==> src/design/euc_iso_case_converter_defines.svh <==
// assertion macros shared by the case converter rtl
// expects signals named clk and rst in the module that uses them
`ifndef EUC_ISO_CASE_CONVERTER_DEFINES_SVH
`define EUC_ISO_CASE_CONVERTER_DEFINES_SVH

`ifndef SYNTH
// property holds at every clock edge out of reset
`define EIC_ASSERT_ALWAYS(lbl, expr) \
  lbl: assert property (@(posedge clk) disable iff (rst) (expr)) \
    else $error("assertion failed");
// antecedent implies consequent in the following cycle
`define EIC_ASSERT_NEXT(lbl, ante, cons) \
  lbl: assert property (@(posedge clk) disable iff (rst) (ante) |=> (cons)) \
    else $error("assertion failed");
`else
`define EIC_ASSERT_ALWAYS(lbl, expr)
`define EIC_ASSERT_NEXT(lbl, ante, cons)
`endif

`endif

==> src/design/eic_pkg.sv <==
// package for the case converter: constants, config type, case map function
// no dependencies
package eic_pkg;

  localparam int CNT_W     = 16;
  localparam int BYTE_W    = 8;
  localparam int REM_W     = 2;
  localparam int PADDR_W   = 4;
  localparam int PDATA_W   = 32;

  localparam logic [BYTE_W-1:0] SS3_LEAD = 8'd143;
  localparam logic [BYTE_W-1:0] KOR_LO   = 8'hA1;
  localparam logic [BYTE_W-1:0] KOR_HI   = 8'hFE;
  localparam logic [CNT_W-1:0]  CNT_MAX  = {CNT_W{1'b1}};

  // register indexes (paddr[3:2])
  typedef enum logic [1:0] {
    REG_CODE_SET  = 2'd0,
    REG_TO_UPPER  = 2'd1,
    REG_SINGLE_BC = 2'd2,
    REG_NONE      = 2'd3
  } reg_idx_t;

  typedef struct packed {
    logic code_set;
    logic to_upper;
    logic single_byte_compare;
  } cfg_t;

  // ascii case map, plus latin-1 map when latin is set
  function automatic logic [BYTE_W-1:0] map_case(input logic [BYTE_W-1:0] b,
                                                 input logic up,
                                                 input logic latin);
    logic [BYTE_W-1:0] r;
    r = b;
    if (up) begin
      if (b >= 8'h61 && b <= 8'h7A) r = b - 8'h20;
      else if (latin && b >= 8'hE0 && b <= 8'hFE && b != 8'hF7) r = b - 8'h20;
    end else begin
      if (b >= 8'h41 && b <= 8'h5A) r = b + 8'h20;
      else if (latin && b >= 8'hC0 && b <= 8'hDE && b != 8'hD7) r = b + 8'h20;
    end
    return r;
  endfunction

endpackage

==> src/design/eic_in_if.sv <==
// input channel: one raw byte per transaction
// depends on eic_pkg
interface eic_in_if;
  import eic_pkg::*;
  logic              valid;
  logic              ready;
  logic [BYTE_W-1:0] in_byte;
  logic              last_byte;

  modport source (output valid, output in_byte, output last_byte, input ready);
  modport sink   (input valid, input in_byte, input last_byte, output ready);
endinterface

==> src/design/eic_out_if.sv <==
// output channel: one converted byte and running count per transaction
// depends on eic_pkg
interface eic_out_if;
  import eic_pkg::*;
  logic              valid;
  logic              ready;
  logic [BYTE_W-1:0] out_byte;
  logic [CNT_W-1:0]  char_total;
  logic              end_of_string;

  modport source (output valid, output out_byte, output char_total,
                  output end_of_string, input ready);
  modport sink   (input valid, input out_byte, input char_total,
                  input end_of_string, output ready);
endinterface

==> src/design/eic_core.sv <==
// per-byte framing, case mapping and character counting
// depends on eic_pkg and the assertion macro header
`include "euc_iso_case_converter_defines.svh"

module eic_core (
  input  logic                     clk,
  input  logic                     rst,
  input  eic_pkg::cfg_t            cfg,
  input  logic                     advance,
  input  logic [eic_pkg::BYTE_W-1:0] in_byte,
  input  logic                     last_byte,
  output logic [eic_pkg::BYTE_W-1:0] out_byte,
  output logic [eic_pkg::CNT_W-1:0]  char_total
);
  import eic_pkg::*;

  logic [REM_W-1:0] rem, rem_next;
  logic [CNT_W-1:0] cnt, cnt_next;
  logic             step;

  // framing and mapping of the current byte
  always_comb begin
    out_byte = in_byte;
    rem_next = rem;
    step     = 1'b0;
    if (rem != '0) begin
      rem_next = rem - 1'b1;
      step     = cfg.code_set && (rem == REM_W'(1));
    end else if (cfg.code_set) begin
      if (!in_byte[BYTE_W-1]) begin
        out_byte = map_case(in_byte, cfg.to_upper, 1'b0);
        step     = 1'b1;
      end else if (in_byte == SS3_LEAD) begin
        rem_next = REM_W'(2);
      end else begin
        rem_next = REM_W'(1);
      end
    end else begin
      if (!cfg.single_byte_compare && in_byte >= KOR_LO && in_byte <= KOR_HI) begin
        rem_next = REM_W'(2);
      end else begin
        out_byte = map_case(in_byte, cfg.to_upper, 1'b1);
      end
      step = 1'b1;
    end
    cnt_next   = (step && cnt != CNT_MAX) ? cnt + 1'b1 : cnt;
    char_total = cnt_next;
  end

  // state, cleared after the last byte of a string
  always_ff @(posedge clk) begin
    if (rst) begin
      rem <= '0;
      cnt <= '0;
    end else if (advance) begin
      rem <= last_byte ? '0 : rem_next;
      cnt <= last_byte ? '0 : cnt_next;
    end
  end

  `EIC_ASSERT_ALWAYS(a_rem_range, rem != 2'd3)
  `EIC_ASSERT_NEXT(a_clear_on_last, advance && last_byte, rem == '0 && cnt == '0)
  `EIC_ASSERT_NEXT(a_cnt_monotonic, advance && !last_byte, cnt >= $past(cnt))

endmodule

==> src/design/euc_iso_case_converter.sv <==
// Data path: an accepted byte passes through the input reg, then the result reg.
// Throughput: one byte per cycle while the output is ready; the combinational map between
// the two registers is the only work per byte, and the result register sets the pace.
// Reset: synchronous, active high; clears config registers, framing state,
// character counter and both valid flags.
// depends on eic_pkg, eic_in_if, eic_out_if, eic_core
`include "euc_iso_case_converter_defines.svh"

module euc_iso_case_converter (
  input  logic                        clk,
  input  logic                        rst,
  input  logic                        psel,
  input  logic                        penable,
  input  logic                        pwrite,
  input  logic [eic_pkg::PADDR_W-1:0] paddr,
  input  logic [eic_pkg::PDATA_W-1:0] pwdata,
  output logic [eic_pkg::PDATA_W-1:0] prdata,
  output logic                        pready,
  eic_in_if.sink                      feed,
  eic_out_if.source                   result
);
  import eic_pkg::*;

  cfg_t              cfg;
  reg_idx_t          reg_idx;
  logic              wr_en;

  logic              s1_valid;
  logic [BYTE_W-1:0] s1_byte;
  logic              s1_last;
  logic              advance;

  logic [BYTE_W-1:0] map_byte;
  logic [CNT_W-1:0]  map_total;

  // configuration port
  assign pready  = 1'b1;
  assign reg_idx = reg_idx_t'(paddr[3:2]);
  assign wr_en   = psel && penable && pwrite;

  always_ff @(posedge clk) begin
    if (rst) begin
      cfg <= '0;
    end else if (wr_en) begin
      unique case (reg_idx)
        REG_CODE_SET:  cfg.code_set            <= pwdata[0];
        REG_TO_UPPER:  cfg.to_upper            <= pwdata[0];
        REG_SINGLE_BC: cfg.single_byte_compare <= pwdata[0];
        default: ;
      endcase
    end
  end

  always_comb begin
    prdata = '0;
    unique case (reg_idx)
      REG_CODE_SET:  prdata[0] = cfg.code_set;
      REG_TO_UPPER:  prdata[0] = cfg.to_upper;
      REG_SINGLE_BC: prdata[0] = cfg.single_byte_compare;
      default: ;
    endcase
  end

  // handshake: input stage moves on whenever the result register is free
  assign advance    = s1_valid && (!result.valid || result.ready);
  assign feed.ready = !s1_valid || advance;

  // input register
  always_ff @(posedge clk) begin
    if (rst) begin
      s1_valid <= 1'b0;
    end else if (feed.ready) begin
      s1_valid <= feed.valid;
    end
  end

  always_ff @(posedge clk) begin
    if (feed.valid && feed.ready) begin
      s1_byte <= feed.in_byte;
      s1_last <= feed.last_byte;
    end
  end

  eic_core u_core (
    .clk        (clk),
    .rst        (rst),
    .cfg        (cfg),
    .advance    (advance),
    .in_byte    (s1_byte),
    .last_byte  (s1_last),
    .out_byte   (map_byte),
    .char_total (map_total)
  );

  // result register
  always_ff @(posedge clk) begin
    if (rst) begin
      result.valid <= 1'b0;
    end else if (advance) begin
      result.valid <= 1'b1;
    end else if (result.ready) begin
      result.valid <= 1'b0;
    end
  end

  always_ff @(posedge clk) begin
    if (advance) begin
      result.out_byte      <= map_byte;
      result.char_total    <= map_total;
      result.end_of_string <= s1_last;
    end
  end

  `EIC_ASSERT_NEXT(a_accept_loads, feed.valid && feed.ready, s1_valid)
  `EIC_ASSERT_NEXT(a_stage_holds, s1_valid && !advance, s1_valid && $stable(s1_byte) && $stable(s1_last))
  `EIC_ASSERT_NEXT(a_advance_shows, advance, result.valid)

endmodule

==> src/flat_wrapper.sv <==
// flat-port wrapper written by rule: the top's interface ports become plain ports
module euc_iso_case_converter_flat import eic_pkg::*;
  (clk, rst, psel, penable, pwrite, paddr, pwdata, prdata, pready, feed_valid, feed_in_byte, feed_last_byte, feed_ready, result_valid, result_out_byte, result_char_total, result_end_of_string, result_ready);
  eic_in_if feed_i ();
  eic_out_if result_i ();
  input  logic clk;
  input  logic rst;
  input  logic psel;
  input  logic penable;
  input  logic pwrite;
  input  logic [eic_pkg::PADDR_W-1:0] paddr;
  input  logic [eic_pkg::PDATA_W-1:0] pwdata;
  output logic [eic_pkg::PDATA_W-1:0] prdata;
  output logic pready;
  input wire logic [$bits(feed_i.valid)-1:0] feed_valid;
  input wire logic [$bits(feed_i.in_byte)-1:0] feed_in_byte;
  input wire logic [$bits(feed_i.last_byte)-1:0] feed_last_byte;
  output wire logic [$bits(feed_i.ready)-1:0] feed_ready;
  output wire logic [$bits(result_i.valid)-1:0] result_valid;
  output wire logic [$bits(result_i.out_byte)-1:0] result_out_byte;
  output wire logic [$bits(result_i.char_total)-1:0] result_char_total;
  output wire logic [$bits(result_i.end_of_string)-1:0] result_end_of_string;
  input wire logic [$bits(result_i.ready)-1:0] result_ready;
  assign feed_i.valid = feed_valid;
  assign feed_i.in_byte = feed_in_byte;
  assign feed_i.last_byte = feed_last_byte;
  assign feed_ready = feed_i.ready;
  assign result_valid = result_i.valid;
  assign result_out_byte = result_i.out_byte;
  assign result_char_total = result_i.char_total;
  assign result_end_of_string = result_i.end_of_string;
  assign result_i.ready = result_ready;
  euc_iso_case_converter u_core (.clk(clk), .rst(rst), .psel(psel), .penable(penable), .pwrite(pwrite), .paddr(paddr), .pwdata(pwdata), .prdata(prdata), .pready(pready), .feed(feed_i), .result(result_i));
endmodule
==> config.mk <==
export PLATFORM = sky130hd
export DESIGN_NAME = euc_iso_case_converter_flat
export DESIGN_NICKNAME = d
export VERILOG_FILES = /design/src/design/eic_pkg.sv /design/src/design/eic_in_if.sv /design/src/design/eic_out_if.sv /design/src/design/eic_core.sv /design/src/design/euc_iso_case_converter.sv /design/src/flat_wrapper.sv
export VERILOG_INCLUDE_DIRS = /design/src /design/src/design
export SDC_FILE = /design/constraint.sdc
export NUM_CORES = 1
export LEC_CHECK = 0
export BUFFER_PORTS_ARGS = -buffer_cell sky130_fd_sc_hd__buf_2
export CAP_MARGIN = 30
export CORE_ASPECT_RATIO = 1.4
export CORE_MARGIN = 5
export CORE_UTILIZATION = 55
export CTS_CLUSTER_SIZE = 20
export DETAILED_ROUTE_END_ITERATION = 7
export GPL_ROUTABILITY_DRIVEN = 0
export PLACE_DENSITY = 0.86
export SLEW_MARGIN = 40
export SYNTH_ARGS = -nofsm -noshare
export SYNTH_HDL_FRONTEND = slang
export SYNTH_SLANG_ARGS = --single-unit
==> constraint.sdc <==
create_clock -name clk -period 5.57 [get_ports clk]
set_clock_uncertainty 0.05 [all_clocks]
set_input_delay 0.557 -clock clk [delete_from_list [all_inputs] [get_ports clk]]
set_output_delay 0.557 -clock clk [all_outputs]
set_load 0.05 [all_outputs]
Word level (Yosys, flattened, before mapping)
Index checks and enable logic that the tools add are counted.
{"block": "word_totals", "register_bits": 57, "elab_cells": 86, "out_inout_bits": 60}
{"block": "classes", "n_reduce_logical": 27, "n_addsub": 4, "mux": 26, "n_lt_le_gt_ge": 9, "eq_ne": 8}
{"op": "two-way mux 8 bit", "n": 12}
{"op": "two-way mux 16 bit", "n": 2}
{"op": ">= comparator 8 bit (second input constant)", "n": 3}
{"op": "adder 16 x 1 -> 16 bit (second input constant)", "n": 1}
{"op": ">= comparator 8 x 7 -> 1 bit (second input constant)", "n": 2}
{"op": "<= comparator 8 x 7 -> 1 bit (second input constant)", "n": 2}
{"op": "<= comparator 8 bit (second input constant)", "n": 2}
{"op": "inequality test 16 bit (second input constant)", "n": 1}
{"op": "inequality test 8 bit (second input constant)", "n": 2}
{"op": "logical AND 1 bit", "n": 14}
{"op": "two-way mux 2 bit", "n": 6}
{"op": "adder 8 x 6 -> 8 bit (second input constant)", "n": 1}
{"op": "equality test 8 bit (second input constant)", "n": 1}
{"op": "subtractor 8 x 6 -> 8 bit (second input constant)", "n": 1}
{"op": "AND reduction 2 bit", "n": 3}
{"op": "two-way mux 1 bit", "n": 5}
{"op": "equality test 2 x 1 -> 1 bit (second input constant)", "n": 2}
{"op": "inequality test 4 x 1 -> 1 bit (second input constant)", "n": 1}
{"op": "nonzero test 2 bit", "n": 2}
{"op": "nonzero test 4 bit", "n": 1}
{"op": "zero test 1 bit", "n": 3}
{"op": "one-hot mux 1 bit (3 select lines)", "n": 1}
{"op": "AND reduction 3 bit", "n": 1}
{"op": "equality test 2 bit (second input constant)", "n": 1}
{"op": "other kinds (3)", "n": 4}

Logic depth before layout (Yosys ltp)
{"block": "logic_depth", "word_depth": 9, "depth_mapped": 9, "ltp_nobuf": 8}

Modules after synthesis
From an unflattened synthesis, not the netlist that was laid out.
{"block": "unflattened", "hier_cells": 333, "hier_area_um2": 3320.7}
{"module": "eic_core", "instances": 1, "cells_per_inst": 237, "seq_area_each_um2": 360.3, "area_each_um2": 1808.0}
{"module": "euc_iso_case_converter", "instances": 1, "cells_per_inst": 96, "seq_area_each_um2": 1121.1, "area_each_um2": 1512.7}

Worst setup path before layout
OpenSTA, ideal clock, no wires.
{"block": "synth_timing", "path_kind": "reg2reg", "startpoint": "reg u_core.result.valid", "endpoint": "reg u_core.u_core.cnt[1]", "slack_ns": 2.951, "arrival_time_ns": 2.441, "path_stages_with_launch": 9, "cell_sequence": "dfxtp_1 > nor2b_1 > nand2b_1 > clkbuf_1 > inv_1 > clkbuf_1 > o21ai_0 > a32oi_1 > nor2_1"}
{"block": "synth_via", "elab_chain_len": 3}
{"item": "start: declaration", "line_no": "eic_out_if.sv:11", "source": "modport source (output valid, output out_byte, output char_total,"}
{"item": "start signal: assignment", "line_no": "euc_iso_case_converter.sv:98", "source": "result.valid <= 1'b0;"}
{"item": "start signal: assignment", "line_no": "euc_iso_case_converter.sv:100", "source": "result.valid <= 1'b1;"}
{"item": "start signal: assignment", "line_no": "euc_iso_case_converter.sv:102", "source": "result.valid <= 1'b0;"}
{"item": "zero test 1 bit", "line_no": "euc_iso_case_converter.sv:65", "source": "assign advance = s1_valid && (!result.valid || result.ready);"}
{"item": "logical OR 1 bit", "line_no": "euc_iso_case_converter.sv:65"}
{"item": "logical AND 1 bit", "line_no": "euc_iso_case_converter.sv:65"}
{"item": "via u_core.advance", "line_no": "euc_iso_case_converter.sv:31", "source": "logic advance;"}
{"item": "end signal: assignment", "line_no": "eic_core.sv:57", "source": "cnt <= last_byte ? '0 : cnt_next;"}
{"item": "end: declaration", "line_no": "eic_core.sv:18", "source": "logic [CNT_W-1:0] cnt, cnt_next;"}
The timed path passes the listed nets, and every way through them passes these cells.
A chain may end at the register's enable or synchronous reset.

Final worst setup path
{"block": "layout_timing", "startpoint": "reg u_core.s1_byte[5]", "endpoint": "reg u_core.result.out_byte[5] (data pin)"}
{"block": "layout_via", "elab_chain_len": 9, "word_cells_on_any_way": 33, "cone_classes": "2 x add/sub; 9 x order compare; 2 x eq/ne; 12 x mux; 8 x reduce/logical"}
{"item": "start: declaration", "line_no": "euc_iso_case_converter.sv:29", "source": "logic [BYTE_W-1:0] s1_byte;"}
{"item": "start signal: assignment", "line_no": "euc_iso_case_converter.sv:79", "source": "s1_byte <= feed.in_byte;"}
{"item": ">= comparator 8 bit (tied with other cells)", "line_no": "eic_pkg.sv:41", "source": "else if (latin && b >= 8'hC0 && b <= 8'hDE && b != 8'hD7) r = b + 8'h20;"}
{"item": "logical AND 1 bit (on tied branches) (2 in a row)", "line_no": "eic_pkg.sv:41, eic_pkg.sv:38"}
{"item": "two-way mux 8 bit (on tied branches)", "line_no": "eic_pkg.sv:41, eic_pkg.sv:38"}
{"item": "two-way mux 8 bit (on tied branches)", "line_no": "eic_pkg.sv:40, eic_pkg.sv:37"}
{"item": "two-way mux 8 bit", "line_no": "eic_pkg.sv:36", "source": "if (up) begin"}
{"item": "two-way mux 8 bit", "line_no": "eic_core.sv:39", "source": "if (!cfg.single_byte_compare && in_byte >= KOR_LO && in_byte <= KOR_HI) begin"}
{"item": "two-way mux 8 bit", "line_no": "eic_core.sv:29", "source": "end else if (cfg.code_set) begin"}
{"item": "two-way mux 8 bit *", "line_no": "eic_core.sv:26", "source": "if (rem != '0) begin"}
{"item": "via u_core.map_byte[5]", "line_no": "euc_iso_case_converter.sv:33", "source": "logic [BYTE_W-1:0] map_byte;"}
{"item": "end signal: assignment", "line_no": "euc_iso_case_converter.sv:108", "source": "result.out_byte <= map_byte;"}
{"item": "end: declaration", "line_no": "eic_out_if.sv:11"}
Mark *: on every way through the listed nets, which the timed path passes. The rest lies on a longest branch.

==> results.md <==
- Run status: finished clean
- Antenna fix cells: 0
- Final total power: roughly 1100 uW
- DR WL/cell: 15.3 um
- Half-perimeter wire length after detailed placement: 4910 um
- Area of combinational cells with multiple inputs: around 1600 um2
- Placed Area: 3430 um2
- Relative slew slack: 50.9%
- Portion of the post-synthesis area used by sequential elements: between 40 and 50%
- Startpoint type of the worst setup path: flop
- Most used flip-flop cell after synthesis: sky130_fd_sc_hd__edfxtp_1
- CTS tree: yes
- Sequence of cells on the critical path: inv_1, ha_1, nand2b_1, o32ai_1, and2_0, a21oi_1, a32o_1, a311o_1
- Final global-route overflow total: 0
- Critical path class: flop to flop
- Leakage power: between 0.001 and 0.0015 uW
- Synth unique cells: 56
- Final worst-path cycle share: 52.1%
- Final setup vio count: 0
- Maximum number of pins on one net before global-route repair: 36
- Cell total after placement: 440
- Std-Cell Core Area: 5860 um2
- Storage element area: between 1000 and 1500 um2
- Synthesis-to-layout area growth: 10.9%
- Path category of the worst min-delay check: input pin to flop
- DRC violation count after routing: 0
- Global router's overall resource usage: about a fifth
- RSZ-0062 raised after global routing: false
- Layout cell share with drive strength beyond 1: 18.1%
- Longest individual stage delay on the worst path: about 0.57 ns
- Worst voltage drop across the vdd grid: 0.000207 V
- Non-Filler Instances: between 400 and 500
- Final slew viol count: 0
- Maximum clock frequency: roughly 340 MHz
- Max-cap check violation count: 0
- Flop and latch count out of synthesis: 57
- Power per cell area: between 200 and 300 nW/um2
- Pre-CTS setup slack: roughly 2.7 ns
- Count of flip-flops with a built-in enable after synthesis: 34
- Number of vias in the routed layout: 2666
- Final-report hold violation count: 0
- Std-Cell Rows: 33
- Cells after Synth: around 340
- Number of gates resized after cts: 0
- Post-route cell area: approximately 3700 um2
- Effective utilization at floorplan: ~57%
- Number of buffers on the longest clock path: 2
- Floorplan die area: between 7000 and 8000 um2
- Async set-or-reset flop fraction in the synthesized netlist: 0%
- Slowest stage cell, crit path: sky130_fd_sc_hd__edfxtp_1
- Nature of the critical path endpoint: flop
- Library cell used as clock root buffer: sky130_fd_sc_hd__clkbuf_8
- Number of top-level pins: between 100 and 150
- Wirelength, routed: 6960 um
- WP data arrival: 2.94 ns
- Buffers added on ports: 46
- Least-Margin Pin Slew: around 0.73 ns
- Hold-fix buffers, CTS: 0
- Layout net count: 437
- Clk Latency, worst-skew pair: approximately 0.34 ns
- Number of buffers inserted by post-CTS setup repair: 0
- Clk sinks: 57
- Filler Cells Inserted: 480
- Min cycle time layout: slightly below 3 ns
- DRC violation total after the first TritonRoute iteration: 250
- Vertical extent of the die: approximately 100 um
- CP max FO: 12
- Number of iterations in the first detailed-routing pass: 5
- PnR worst setup slack: 2.67 ns
- Netlist Area Pre-Place: about 3300 um2
- Final-layout setup total negative slack: 0 ns
- DIE WIDTH: about 76 um
- CP Data Required Time: 5.61 ns
- Post-DRT Antenna Nets: 0
- Number of buffers added by the clock tree synthesis step: 9
- Vias per cell: 5.85
- Avg Synthesized Cell Area: between 9 and 10 um2
- Reg clk slew, reported paths: 0.07 ns
- First-pass GRT wire length: between 10000 and 15000 um
- Number of global-route vias before repair: 2389
- Yosys warning count: 0
- # H-tree levels: 3
- Antenna violations before repair: 0
==> synth_stat cells, drive strengths merged (8+ instances only) <==
master,number,area [um2]
a21oi,17,88.8
buf,34,255
clkbuf,17,65.1
dfxtp,23,460
edfxtp,34,1020
nand2,16,60.1
nand2b,9,56.3
nor2,31,116
nor3,11,55.1
o21ai,20,100
or3,8,50.1
xor2,9,78.8
==> logic make-up (layout without fill, tap and decap cells) <==
| kind of cell | Yosys count | in the layout | synth area share, % |
|---|---|---|---|
| buffers and inverters | 58 | 70 | 10.5 |
| xor gates and xnor gates | 16 | 16 | 4.23 |
| adders and majority gates | 4 | 4 | 1.51 |
| AOI/OAI and AO/OA | 76 | 76 | 15.6 |
| DFF | 57 | 57 | 44.7 |
| and+or+nand+nor | 125 | 125 | 21.4 |
| muxes | 6 | 6 | 1.85 |
| other | 2 | 32 | 0.227 |
==> flip-flops by register name, indices dropped and copies added, names as in the netlist <==
signal and flops:
u_core.cfg 3, u_core.s1_valid 1, u_core.u_core.cnt 16, u_core.result.valid 1, u_core.result.char_total 16, u_core.result.end_of_string 1, u_core.result.out_byte 8, u_core.u_core.rem 2
u_core.s1_byte 8, u_core.s1_last 1
==> worst max-delay path, delay by kind of cell, from the launching register on <==
| kind | cells | cell delay, ns |
|---|---|---|
| and+or+nand+nor | 2 | 0.44 |
| DFF | 1 | 0.57 |
| adders and majority gates | 1 | 0.22 |
| AOI/OAI and AO/OA | 4 | 1.12 |
| buffers and inverters | 1 | 0.25 |
==> layer usage <==
| layer | GRT usage (%) | part of all wire, % | routed length [um] | vias up |
|---|---|---|---|---|
| met5 | 0 | 0 | 0 | - |
| met4 | 9.83 | 3.3 | 228 | 0 |
| met3 | 5.31 | 5.8 | 400 | 27 |
| met2 | 33.3 | 56 | 3900 | 99 |
| met1 | 19.1 | 35 | 2420 | 1257 |
| li1 | - | - | - | 1283 |
==> cell usage in the layout (no fill, tap or decap), types with 5 or more instances in the layout <==
master                      n
sky130_fd_sc_hd__buf_2     46
sky130_fd_sc_hd__edfxtp_1  34
sky130_fd_sc_hd__conb_1    32
sky130_fd_sc_hd__nor2_1    31
sky130_fd_sc_hd__dfxtp_1   23
sky130_fd_sc_hd__o21ai_0   20
sky130_fd_sc_hd__nand2_1   16
sky130_fd_sc_hd__a21oi_1   16
sky130_fd_sc_hd__nor3_1    11
sky130_fd_sc_hd__nand2b_1   9
sky130_fd_sc_hd__xor2_1     9
sky130_fd_sc_hd__clkbuf_8   9
sky130_fd_sc_hd__or3_1      8
sky130_fd_sc_hd__inv_1      7
sky130_fd_sc_hd__xnor2_1    7
sky130_fd_sc_hd__and3_1     7
sky130_fd_sc_hd__nand4_1    6
sky130_fd_sc_hd__nand3_1    6
sky130_fd_sc_hd__a32o_1     6
sky130_fd_sc_hd__mux2i_1    5
sky130_fd_sc_hd__a22oi_1    5
==> layout make-up <==
cell class / count / area share, %
Clock buffer: 9 / 3.37
Clock inverter: 7 / 3.23
Inverter: 7 / 0.715
Multi-Input combinational cell: 259 / 43.5
Sequential cell: 57 / 40.3
Tap cell: 70 / 2.38
Timing Repair Buffer: 47 / 6.47
==> path summary, 6_finish.rpt <==
check | slack [ns] | from | cells past startpoint | end
max | 2.67 | u_core.s1_byte[5] | 8 | u_core.result.out_byte[5]
max reg2reg | 2.67 | u_core.s1_byte[5] | 8 | u_core.result.out_byte[5]
min reg2reg | 0.46 | u_core.u_core.cnt[7] | 2 | u_core.u_core.cnt[7]
min | 0.33 | feed_in_byte[2] | 1 | u_core.s1_byte[2]
==> through the flow <==
stage | utilization, % | hold WS, ns
after CTS | 62.7 | 0.327
after global placement | 58.5 | 0.437
after detailed placement | 58.5 | 0.454
after floorplan | - | 0.374
final | 62.7 | 0.335
after global routing | 62.7 | 0.322
==> where the power goes <==
part           leakage, uW  internal, uW  total [uW]  switching, uW
Clock             0.000117           297         470            173
Sequential        0.000500           462         476           13.8
Combinational     0.000812          31.5         154            123
No activity file was read; power rests on OpenSTA's default activity.
